**config.mk**
```make
export PLATFORM = sky130hd
export DESIGN_NAME = idb_select
export DESIGN_NICKNAME = d
export VERILOG_FILES = /design/src/rtl/idb_pkg.sv /design/src/rtl/idb_select.sv
export SDC_FILE = /design/constraint.sdc
export NUM_CORES = 1
export LEC_CHECK = 0
export BUFFER_PORTS_ARGS = -buffer_cell sky130_fd_sc_hd__buf_2
export CORE_AREA = 3 3 99 101
export DETAILED_ROUTE_END_ITERATION = 12
export DIE_AREA = 0 0 102 104
export GPL_TIMING_DRIVEN = 1
export PLACE_DENSITY = 0.76
export SYNTH_ARGS = -nofsm -noshare
export SYNTH_HDL_FRONTEND = slang
export SYNTH_SLANG_ARGS = --single-unit
```
**constraint.sdc**
```tcl
create_clock -name vclk -period 4.6
set_input_delay 0.23 -clock vclk [all_inputs]
set_output_delay 0.23 -clock vclk [all_outputs]
set_load 0.05 [all_outputs]
```
**src/rtl/idb_pkg.sv**
```systemverilog
package idb_pkg;

  localparam int DataWidth = 32;
  localparam int FracBits = 16;
  localparam int QuoWidth = DataWidth + FracBits;
  localparam int BitsPerStage = 4;
  localparam int NumStages = (QuoWidth + BitsPerStage - 1) / BitsPerStage;

  typedef logic signed [DataWidth-1:0] word_t;

  typedef struct packed {
    word_t num_low;
    word_t num_high;
    word_t den_low;
    word_t den_high;
  } in_word_t;

  typedef struct packed {
    word_t quot_low;
    word_t quot_high;
    logic  low_unbounded;
    logic  high_unbounded;
    logic  bad_interval;
  } out_word_t;

  // per-side bound selection made ahead of the dividers
  typedef struct packed {
    logic  div;
    logic  inf;
    word_t x;
    word_t y;
  } side_sel_t;

  localparam word_t MinWord = {1'b1, {(DataWidth-1){1'b0}}};
  localparam word_t MaxWord = {1'b0, {(DataWidth-1){1'b1}}};

endpackage

```
**src/rtl/idb_select.sv**
```systemverilog
module idb_select (
  input  idb_pkg::in_word_t  in_word,
  output idb_pkg::side_sel_t sel_lo,
  output idb_pkg::side_sel_t sel_hi,
  output logic               bad
);
  import idb_pkg::*;

  word_t a, b, c, d;
  logic nn, mixed, cz, dz;

  assign a = in_word.num_low;
  assign b = in_word.num_high;
  assign c = in_word.den_low;
  assign d = in_word.den_high;
  assign cz = (c == '0);
  assign dz = (d == '0);
  assign nn = !a[DataWidth-1];
  assign mixed = a[DataWidth-1] && !b[DataWidth-1];
  assign bad = (a > b) || (c > d);

  always_comb begin
    sel_lo = '{div: 1'b0, inf: 1'b0, x: a, y: c};
    sel_hi = '{div: 1'b0, inf: 1'b0, x: b, y: c};
    if (bad) begin
    end else if (!c[DataWidth-1] && !cz) begin
      sel_lo.div = 1'b1;
      sel_hi.div = 1'b1;
      if (nn) begin
        sel_lo.y = d;
      end else if (!mixed) begin
        sel_hi.y = d;
      end
    end else if (d[DataWidth-1]) begin
      sel_lo.div = 1'b1;
      sel_hi.div = 1'b1;
      if (nn) begin
        sel_lo = '{div: 1'b1, inf: 1'b0, x: b, y: d};
        sel_hi = '{div: 1'b1, inf: 1'b0, x: a, y: c};
      end else if (mixed) begin
        sel_lo = '{div: 1'b1, inf: 1'b0, x: b, y: d};
        sel_hi = '{div: 1'b1, inf: 1'b0, x: a, y: d};
      end else begin
        sel_lo = '{div: 1'b1, inf: 1'b0, x: b, y: c};
        sel_hi = '{div: 1'b1, inf: 1'b0, x: a, y: d};
      end
    end else if (cz && !dz) begin
      if (nn) begin
        sel_lo = '{div: 1'b1, inf: 1'b0, x: a, y: d};
        sel_hi.inf = 1'b1;
      end else if (mixed) begin
        sel_lo.inf = 1'b1;
        sel_hi.inf = 1'b1;
      end else begin
        sel_lo.inf = 1'b1;
        sel_hi = '{div: 1'b1, inf: 1'b0, x: b, y: d};
      end
    end else if (c[DataWidth-1] && dz) begin
      if (nn) begin
        sel_lo.inf = 1'b1;
        sel_hi = '{div: 1'b1, inf: 1'b0, x: a, y: c};
      end else if (mixed) begin
        sel_lo.inf = 1'b1;
        sel_hi.inf = 1'b1;
      end else begin
        sel_lo = '{div: 1'b1, inf: 1'b0, x: b, y: c};
        sel_hi.inf = 1'b1;
      end
    end else begin
      sel_lo.inf = 1'b1;
      sel_hi.inf = 1'b1;
    end
  end

endmodule

```
==> run metrics, run 1 <==
Final ANT Viol Nets 0; Synth Warn # 0; I/O Buffers 261; Commonest cells post-synth 66 x inv_1, 65 x ha_1, 62 x a22o_1; crit path kind in -> out; CP required 4.37 ns; max_cap viols 0; Tmin final 4.04 ns; CLK BUF 0; measured slew at the worst slew-check pin 1.15 ns; pin count of the biggest net entering global routing 32; sequential cells 0; drt first pass iters 4; combinational share of power 100.0%; status finished clean; Critical Path AT 3.81 ns; final count of pins violating max slew 0; core area 9110 um^2; area occupied by registers 0 um^2; mapped cell area 3430 um^2; Die X 102 um; Synth Area per Inst 7.76 um^2; area post-placement 4800 um^2; CTS resizes 0; startpoint types primary input; unrepaired setup endpoints after global routing false; row count 35; Leak Pwr 2.78 nW; cell taking the most area after synthesis ha_1; Achievable Freq 0.247 GHz; sw power 0.000683 W; Cell variety after synth 47; Flop pwr share 0%; Slew headroom 23.0%; top-count cell post-synth inv_1; final setup vio count 0; WHS Endpoint sel_lo[40]; DRT iter0 DRCs 102; crit path capture type primary output; via count 4,523; Max FO, Critical Path 31; final wirelength 13.5 mm; aggregate global-route resource usage 23.5%; RePlAce Congestion 0.896; pwr dens 200 nW/um^2; Max VDD drop 0.143 mV; vias in the first global route 4,536; Pint 0.000277 W; TNS Setup 0 ns; Seq/Total Area, Yosys 0%; Mapped Cells 442; crit share post-route 87.9%; Worst Hold Class in -> out; Syn-to-layout area delta 40.0%; Final Hold Fails 0; n_diodes 0; hold path depth 3; top post-synthesis cells by area ha_1 24%, mux2_2 18%, a22o_1 16%, inv_1 7.2%, a21oi_1 4.2%; HPWL Detailed 11.4 mm; CTS Hold Bufs 0; fraction of layout cells with a size suffix above 1 48.2%; DRC 0; starting density of the core 37.7%; Avg Vias per Cell 5.69; Layout fillers 872; Nets 879; Final Instance Area 4800 um^2; Die Y 104 um; Clk pwr share 0%; first-pass GRT wire length 21.0 mm; initial antenna violation count 0; area fraction of the dominant cell type after synthesis 23.7%; wire per inst 16.9 um; Switching Share 71.1%; Hold Crit Start in_word[104]; gr ovfl total 0; Die ar. 10,600 um^2; I/O Pins 261; setup bufs post-CTS 0; Syn Nets 635
==> cell type report <==
cell class / instances / area [um^2] / share of cell area [%]
Timing Repair Buffer: 266 / 1340 / 28.0
Multi-Input combinational cell: 352 / 3070 / 64.0
Inverter: 66 / 248 / 5.16
Tap cell: 111 / 139 / 2.89
==> per-layer routing <==
metal,GRT usage [%],wire length (um),up-vias
met3,2.41,960,42
met2,44.9,6890,223
met4,8.62,522,0
met1,25.8,5090,2068
met5,0,0,-
li1,-,-,2190
==> cells by family (layout without fill, tap and decap cells) <==
family	Yosys count	in the layout	share of synthesized area (%)
AOI/OAI and AO/OA	134	134	29.4
buffers and inverters	90	332	11.1
and+or+nand+nor	89	89	14.8
adders and majority gates	65	65	23.7
muxes	64	64	21.0
==> critical path: stages <==
cell,delay (ns)
buf_2,0.16
inv_1,0.11
ha_1,0.34
nand4_1,0.16
nor4_1,0.48
o41a_1,0.29
nor3_1,0.07
or4b_1,0.50
or3b_1,0.86
a22o_1,0.38
buf_2,0.22
==> metrics by stage <==
| stage | instances | utilization, % | hold WS [ns] | power [W] | setup slack [ns] |
|---|---|---|---|---|---|
| detailed placement | 795 | 52.7 | 0.915 | 0.000959 | 0.574 |
| global route | 795 | 52.7 | 0.953 | 0.00102 | 0.328 |
| global placement | 795 | 52.7 | 0.919 | 0.000944 | 0.558 |
| floorplan | 442 | - | 0.756 | 0.000708 | 0.574 |
| CTS | 795 | 52.7 | 0.918 | 0.000962 | 0.571 |
| finish | 795 | 52.7 | 0.918 | 0.000961 | 0.558 |
==> cells in the final DEF (no fill, tap or decap), types with 9 or more instances in the layout <==
cell type / instances
o21ai_0: 9
a22o_1: 62
a21oi_1: 28
ha_1: 65
buf_2: 261
nand2_1: 18
nor4_1: 19
nand4_1: 17
inv_1: 66
mux2_2: 56
==> how the worst max path moves through the flow <==
| stage | start | end | slack, ns | depth (start not counted) |
|---|---|---|---|---|
| 6_report | in_word[31] | sel_lo[21] | 0.56 | 11 |
| 5_1_grt | in_word[31] | sel_lo[21] | 0.33 | 11 |
| 4_1_cts | in_word[31] | sel_lo[47] | 0.57 | 13 |
| 3_5_place_dp | in_word[31] | sel_lo[47] | 0.57 | 13 |
| 3_3_place_gp | in_word[31] | sel_lo[47] | 0.56 | 13 |
| 2_1_floorplan | in_word[14] | sel_lo[63] | 0.57 | 11 |
==> power by group through the flow <==
stage / combinational (W) / sequential, W / clock, W
after floorplan: 0.000708 / 0 / 0
after detailed placement: 0.000959 / 0 / 0
after global placement: 0.000944 / 0 / 0
after CTS: 0.000962 / 0 / 0
final: 0.000961 / 0 / 0
after global routing: 0.00102 / 0 / 0
Power figures use the tool's default switching activity.
==> run 2, diff against run 1 <==
--- a/config.mk
+++ b/config.mk
@@ -9,8 +9,8 @@
 export CORE_AREA = 3 3 99 101
 export DETAILED_ROUTE_END_ITERATION = 12
 export DIE_AREA = 0 0 102 104
-export GPL_TIMING_DRIVEN = 1
-export PLACE_DENSITY = 0.76
+export GPL_TIMING_DRIVEN = 0
+export PLACE_DENSITY = 0.81
 export SYNTH_ARGS = -nofsm -noshare
 export SYNTH_HDL_FRONTEND = slang
 export SYNTH_SLANG_ARGS = --single-unit
==> run 2 against run 1 <==
Against the previous run: sequential share of layout area stayed put; fmax is 0.55% lower; via count is 0.11% lower; setup slack worse by 0.022 ns; die area stayed put; largest cell class unchanged; highest routed layer unchanged.
==> run metrics, run 2 (same netlist as run 1, synthesis figures left out) <==
row count 35 (unchanged); I/O Buffers 261 (unchanged); RePlAce Congestion 0.890 (-0.69%); Die Y 104 um (unchanged); DP Worst Slack 0.507 ns (-0.0674 ns); CLK BUF 0 (unchanged); Nets 898 (+2.2%); TNS Setup 0 ns (unchanged); first-pass GRT wire length 20.2 mm (-4.0%); met1 wire length 5.10 mm (+0.18%); max_cap viols 0 (unchanged); Max VDD drop 0.152 mV (+6.5%); area occupied by registers 0 um^2 (unchanged); Slew headroom 63.1% (+40 points); crit-path max cell delay 0.50 ns (-0.36 ns); pwr dens 198 nW/um^2 (-1.2%); CTS Hold Bufs 0 (unchanged); drt first pass iters 4 (unchanged); unrepaired setup endpoints after global routing false; core area 9110 um^2 (unchanged); Tot Pwr 0.000964 W (+0.35%); final count of pins violating max slew 0 (unchanged); WL met3 866 um (-9.8%); final wirelength 13.0 mm (-3.4%); most frequent cells in the layout 269 x buf_2, 66 x inv_1, 65 x ha_1, 62 x a22o_1, 56 x mux2_2; Final Hold Fails 0 (unchanged); final setup vio count 0 (unchanged); wire per inst 16.0 um (-5.7%); CTS resizes 0 (unchanged); fraction of layout cells with a size suffix above 1 47.8% (-0.45 points); DRT iter0 DRCs 152 (+49%); aggregate global-route resource usage 22.7% (-0.83 points); setup bufs post-CTS 0 (unchanged); Max Used Layer met4; wire length on met2 6.81 mm (-1.1%); Tmin final 4.06 ns (+0.0224 ns); Final ANT Viol Nets 0 (unchanged); vias in the first global route 4,374 (-3.6%); startpoint types primary input; HPWL Detailed 11.3 mm (-0.93%); final worst slack 0.536 ns (-0.0224 ns); via count 4,518 (-0.11%); Largest delay share family, worst path simple AND/OR/NAND/NOR gates; crit path kind in -> out; Max FO, Critical Path 10 (-68%); crit share post-route 88.4% (+0.49 points); status finished clean; most used cell, CP buf_2; Worst Hold Class in -> out; critical path's slowest cell nor4_1; Achievable Freq 0.246 GHz (-0.55%); Die X 102 um (unchanged); Syn-to-layout area delta 42.1%; CP required 4.37 ns (about the same); Leak Pwr 2.83 nW (+1.7%); Crit path buffers/inverters 5 (+2); I/O Pins 261 (unchanged); initial antenna violation count 0 (unchanged); commonest non-fill, non-tap cell in the layout buf_2; sequential cells 0 (unchanged); Critical Path AT 3.83 ns (+0.02 ns); critical-path cell list buf_2 -> inv_1 -> ha_1 -> nand4_1 -> nor4_1 -> o41a_1 -> nor3_1 -> or4b_1 -> buf_2 -> nor3_2 -> buf_4 -> mux2_2 -> buf_2; starting density of the core 37.7% (unchanged); DRC 0 (unchanged); Die ar. 10,600 um^2 (unchanged); measured slew at the worst slew-check pin 0.539 ns (-0.616 ns); crit path capture type primary output; gr ovfl total 0 (unchanged); Avg Vias per Cell 5.55 (-2.4%); pin count of the biggest net entering global routing 11 (-66%); n_diodes 0 (unchanged)
-- run 2: cell count changes in the layout (fill, tap and decap cells not counted) --
cell      before  now
buf_4          5    3
buf_2        261  269
a21oi_1       28   29
nor3_2         0    1
buf_6          0    3
nor2_1         7    9
a21oi_4        1    0
nor3_4         1    0
clkbuf_1       0   10
nor2_2         2    0
-- run 2: final cells by class --
cell class	count	area, um^2
inverter	66	248
multi-input combinational	352	3050
tap	111	139
buffer	24	134
timing repair buffer	261	1310
fill	903	4230
-- run 2: power breakdown --
part	switching [W]	total, W	internal (W)
Combinational	0.000679	0.000964	0.000284
Clock	0	0	0
Sequential	0	0	0
Total	0.000679	0.000964	0.000284
-- run 2: path summary, 6_finish.rpt --
check,start,endpoint,cells after the start
setup / recovery,in_word[31],sel_lo[51],13
hold / removal,in_word[108],sel_lo[44],3
-- run 2: routing by layer --
layer / track usage (%) / vias up
li1: - / 2227
met1: 25.9 / 2049
met2: 45.3 / 221
met3: 0.939 / 21
met4: 3.94 / 0
met5: 0 / -
-- run 2: through the flow --
stage | hold slack, ns | instance area [um^2] | std cells | util (%)
after floorplan | 0.756 | 3430 | 442 | -
after global placement | 0.919 | 4880 | 814 | 53.5
after detailed placement | 0.922 | 4880 | 814 | 53.5
after CTS | 0.922 | 4880 | 814 | 53.5
after global routing | 0.946 | 4880 | 814 | 53.5
final | 0.916 | 4880 | 814 | 53.5
==> run 3, diff against run 2 <==
--- a/config.mk
+++ b/config.mk
@@ -10,6 +10,7 @@
 export DETAILED_ROUTE_END_ITERATION = 12
 export DIE_AREA = 0 0 102 104
 export GPL_TIMING_DRIVEN = 0
+export MAX_ROUTING_LAYER = met4
 export PLACE_DENSITY = 0.81
 export SYNTH_ARGS = -nofsm -noshare
 export SYNTH_HDL_FRONTEND = slang
==> run 3 against run 2 <==
Against the previous run: first-iteration DRC count fell by 11%; fmax is 0.31% higher; total power is essentially flat; sequential share of layout area is the same; global-route usage up 0.66 points; combinational power hardly changed; cell area unchanged; critical path type unchanged; critical endpoint unchanged.
==> run metrics, run 3 (same netlist as run 1, synthesis figures left out) <==
unrepaired setup endpoints after global routing false; Crit path buffers/inverters 5 (unchanged); DRT iter0 DRCs 136 (-11%); HPWL Detailed 11.3 mm (unchanged); Die X 102 um (unchanged); final setup vio count 0 (unchanged); layer with the highest usage met2; via count 4,502 (-0.35%); core area 9110 um^2 (unchanged); I/O Pins 261 (unchanged); CLK BUF 0 (unchanged); max_cap viols 0 (unchanged); crit share post-route 88.1% (-0.27 points); Avg Vias per Cell 5.53 (-0.35%); area post-placement 4880 um^2 (unchanged); Achievable Freq 0.247 GHz (+0.31%); starting density of the core 37.7% (unchanged); most frequent cells in the layout 269 x buf_2, 66 x inv_1, 65 x ha_1, 62 x a22o_1, 56 x mux2_2; CTS resizes 0 (unchanged); drt first pass iters 4 (unchanged); area occupied by registers 0 um^2 (unchanged); startpoint types primary input; Nets 898 (unchanged); Max VDD drop 0.152 mV (about the same); sequential cells 0 (unchanged); Die ar. 10,600 um^2 (unchanged); DRC 0 (unchanged); commonest non-fill, non-tap cell in the layout buf_2; RePlAce Congestion 0.905 (+1.7%); aggregate global-route resource usage 23.3% (+0.66 points); crit path kind in -> out; initial antenna violation count 0 (unchanged); setup bufs post-CTS 0 (unchanged); hold path depth 3 (unchanged); Worst Hold Class in -> out; Final Util 53.5% (unchanged); most used cell, CP buf_2; Max FO, Critical Path 10 (unchanged); TNS Setup 0 ns (unchanged); CTS Hold Bufs 0 (unchanged); Leak Pwr 2.83 nW (unchanged); Syn-to-layout area delta 42.1% (unchanged); status finished clean; pwr dens 198 nW/um^2 (about the same); critical path's slowest cell nor4_1; I/O Buffers 261 (unchanged); Hold WS 0.916 ns (-0.000269 ns); Slew headroom 59.5% (-3.6 points); measured slew at the worst slew-check pin 0.592 ns (+0.0526 ns); row count 35 (unchanged); crit path capture type primary output; final wirelength 13.0 mm (-0.18%); wire per inst 15.9 um (-0.18%); CP required 4.37 ns (about the same); global routing usage on met1 26.1% (+0.20 points); Tmin final 4.05 ns (-0.0124 ns); pin count of the biggest net entering global routing 11 (unchanged); final count of pins violating max slew 0 (unchanged); Critical Path AT 3.82 ns (about the same); n_diodes 0 (unchanged); GRT met3 Usage 0.872% (-0.067 points); Final Hold Fails 0 (unchanged); met2 usage 45.3% (-0.046 points); first-pass GRT wire length 20.2 mm (unchanged); vias in the first global route 4,370 (-0.091%); critical-path cell list buf_2 -> inv_1 -> ha_1 -> nand4_1 -> nor4_1 -> o41a_1 -> nor3_1 -> or4b_1 -> buf_2 -> nor3_2 -> buf_4 -> mux2_2 -> buf_2; Die Y 104 um (unchanged); fraction of layout cells with a size suffix above 1 47.8% (unchanged); Hold Crit Start in_word[108]; WHS Endpoint sel_lo[44]; crit-path max cell delay 0.50 ns (about the same); Final ANT Viol Nets 0 (unchanged); gr ovfl total 0 (unchanged); Final Instance Area 4880 um^2 (unchanged); Largest delay share family, worst path simple AND/OR/NAND/NOR gates
[run 3: metrics by stage]
step	total power, W	worst slack (ns)	cells
after floorplan	0.000708	0.574	442
after global placement	0.000956	0.549	814
after detailed placement	0.000963	0.507	814
after CTS	0.000966	0.514	814
after global routing	0.00103	0.266	814
final	0.000964	0.548	814
[run 3: cell type report]
| cell class | count | area, um^2 |
|---|---|---|
| plain buffers | 24 | 134 |
| fillers | 903 | 4230 |
| inverters | 66 | 248 |
| multi-input cells | 352 | 3050 |
| well taps | 111 | 139 |
| repair buffers | 261 | 1310 |
[run 3: power breakdown]
part | internal (W) | switching (W) | leakage (nW)
clock network | 0 | 0 | 0
logic | 0.000285 | 0.000680 | 2.83
registers | 0 | 0 | 0
[run 3: metal layers]
layer	vias to the layer above	part of all wire, %
met5	-	0
met1	2047	39
met3	19	6.4
li1	2223	-
met4	0	1.6
met2	213	52
[run 3: how the worst max path moves through the flow]
stage	from	to	slack, ns	depth (start not counted)
2_1_floorplan	in_word[14]	sel_lo[63]	0.57	11
6_report	in_word[31]	sel_lo[51]	0.55	13
5_1_grt	in_word[31]	sel_hi[36]	0.27	13
3_3_place_gp	in_word[31]	sel_hi[40]	0.55	13
3_5_place_dp	in_word[31]	sel_hi[36]	0.51	13
4_1_cts	in_word[31]	sel_hi[36]	0.51	13
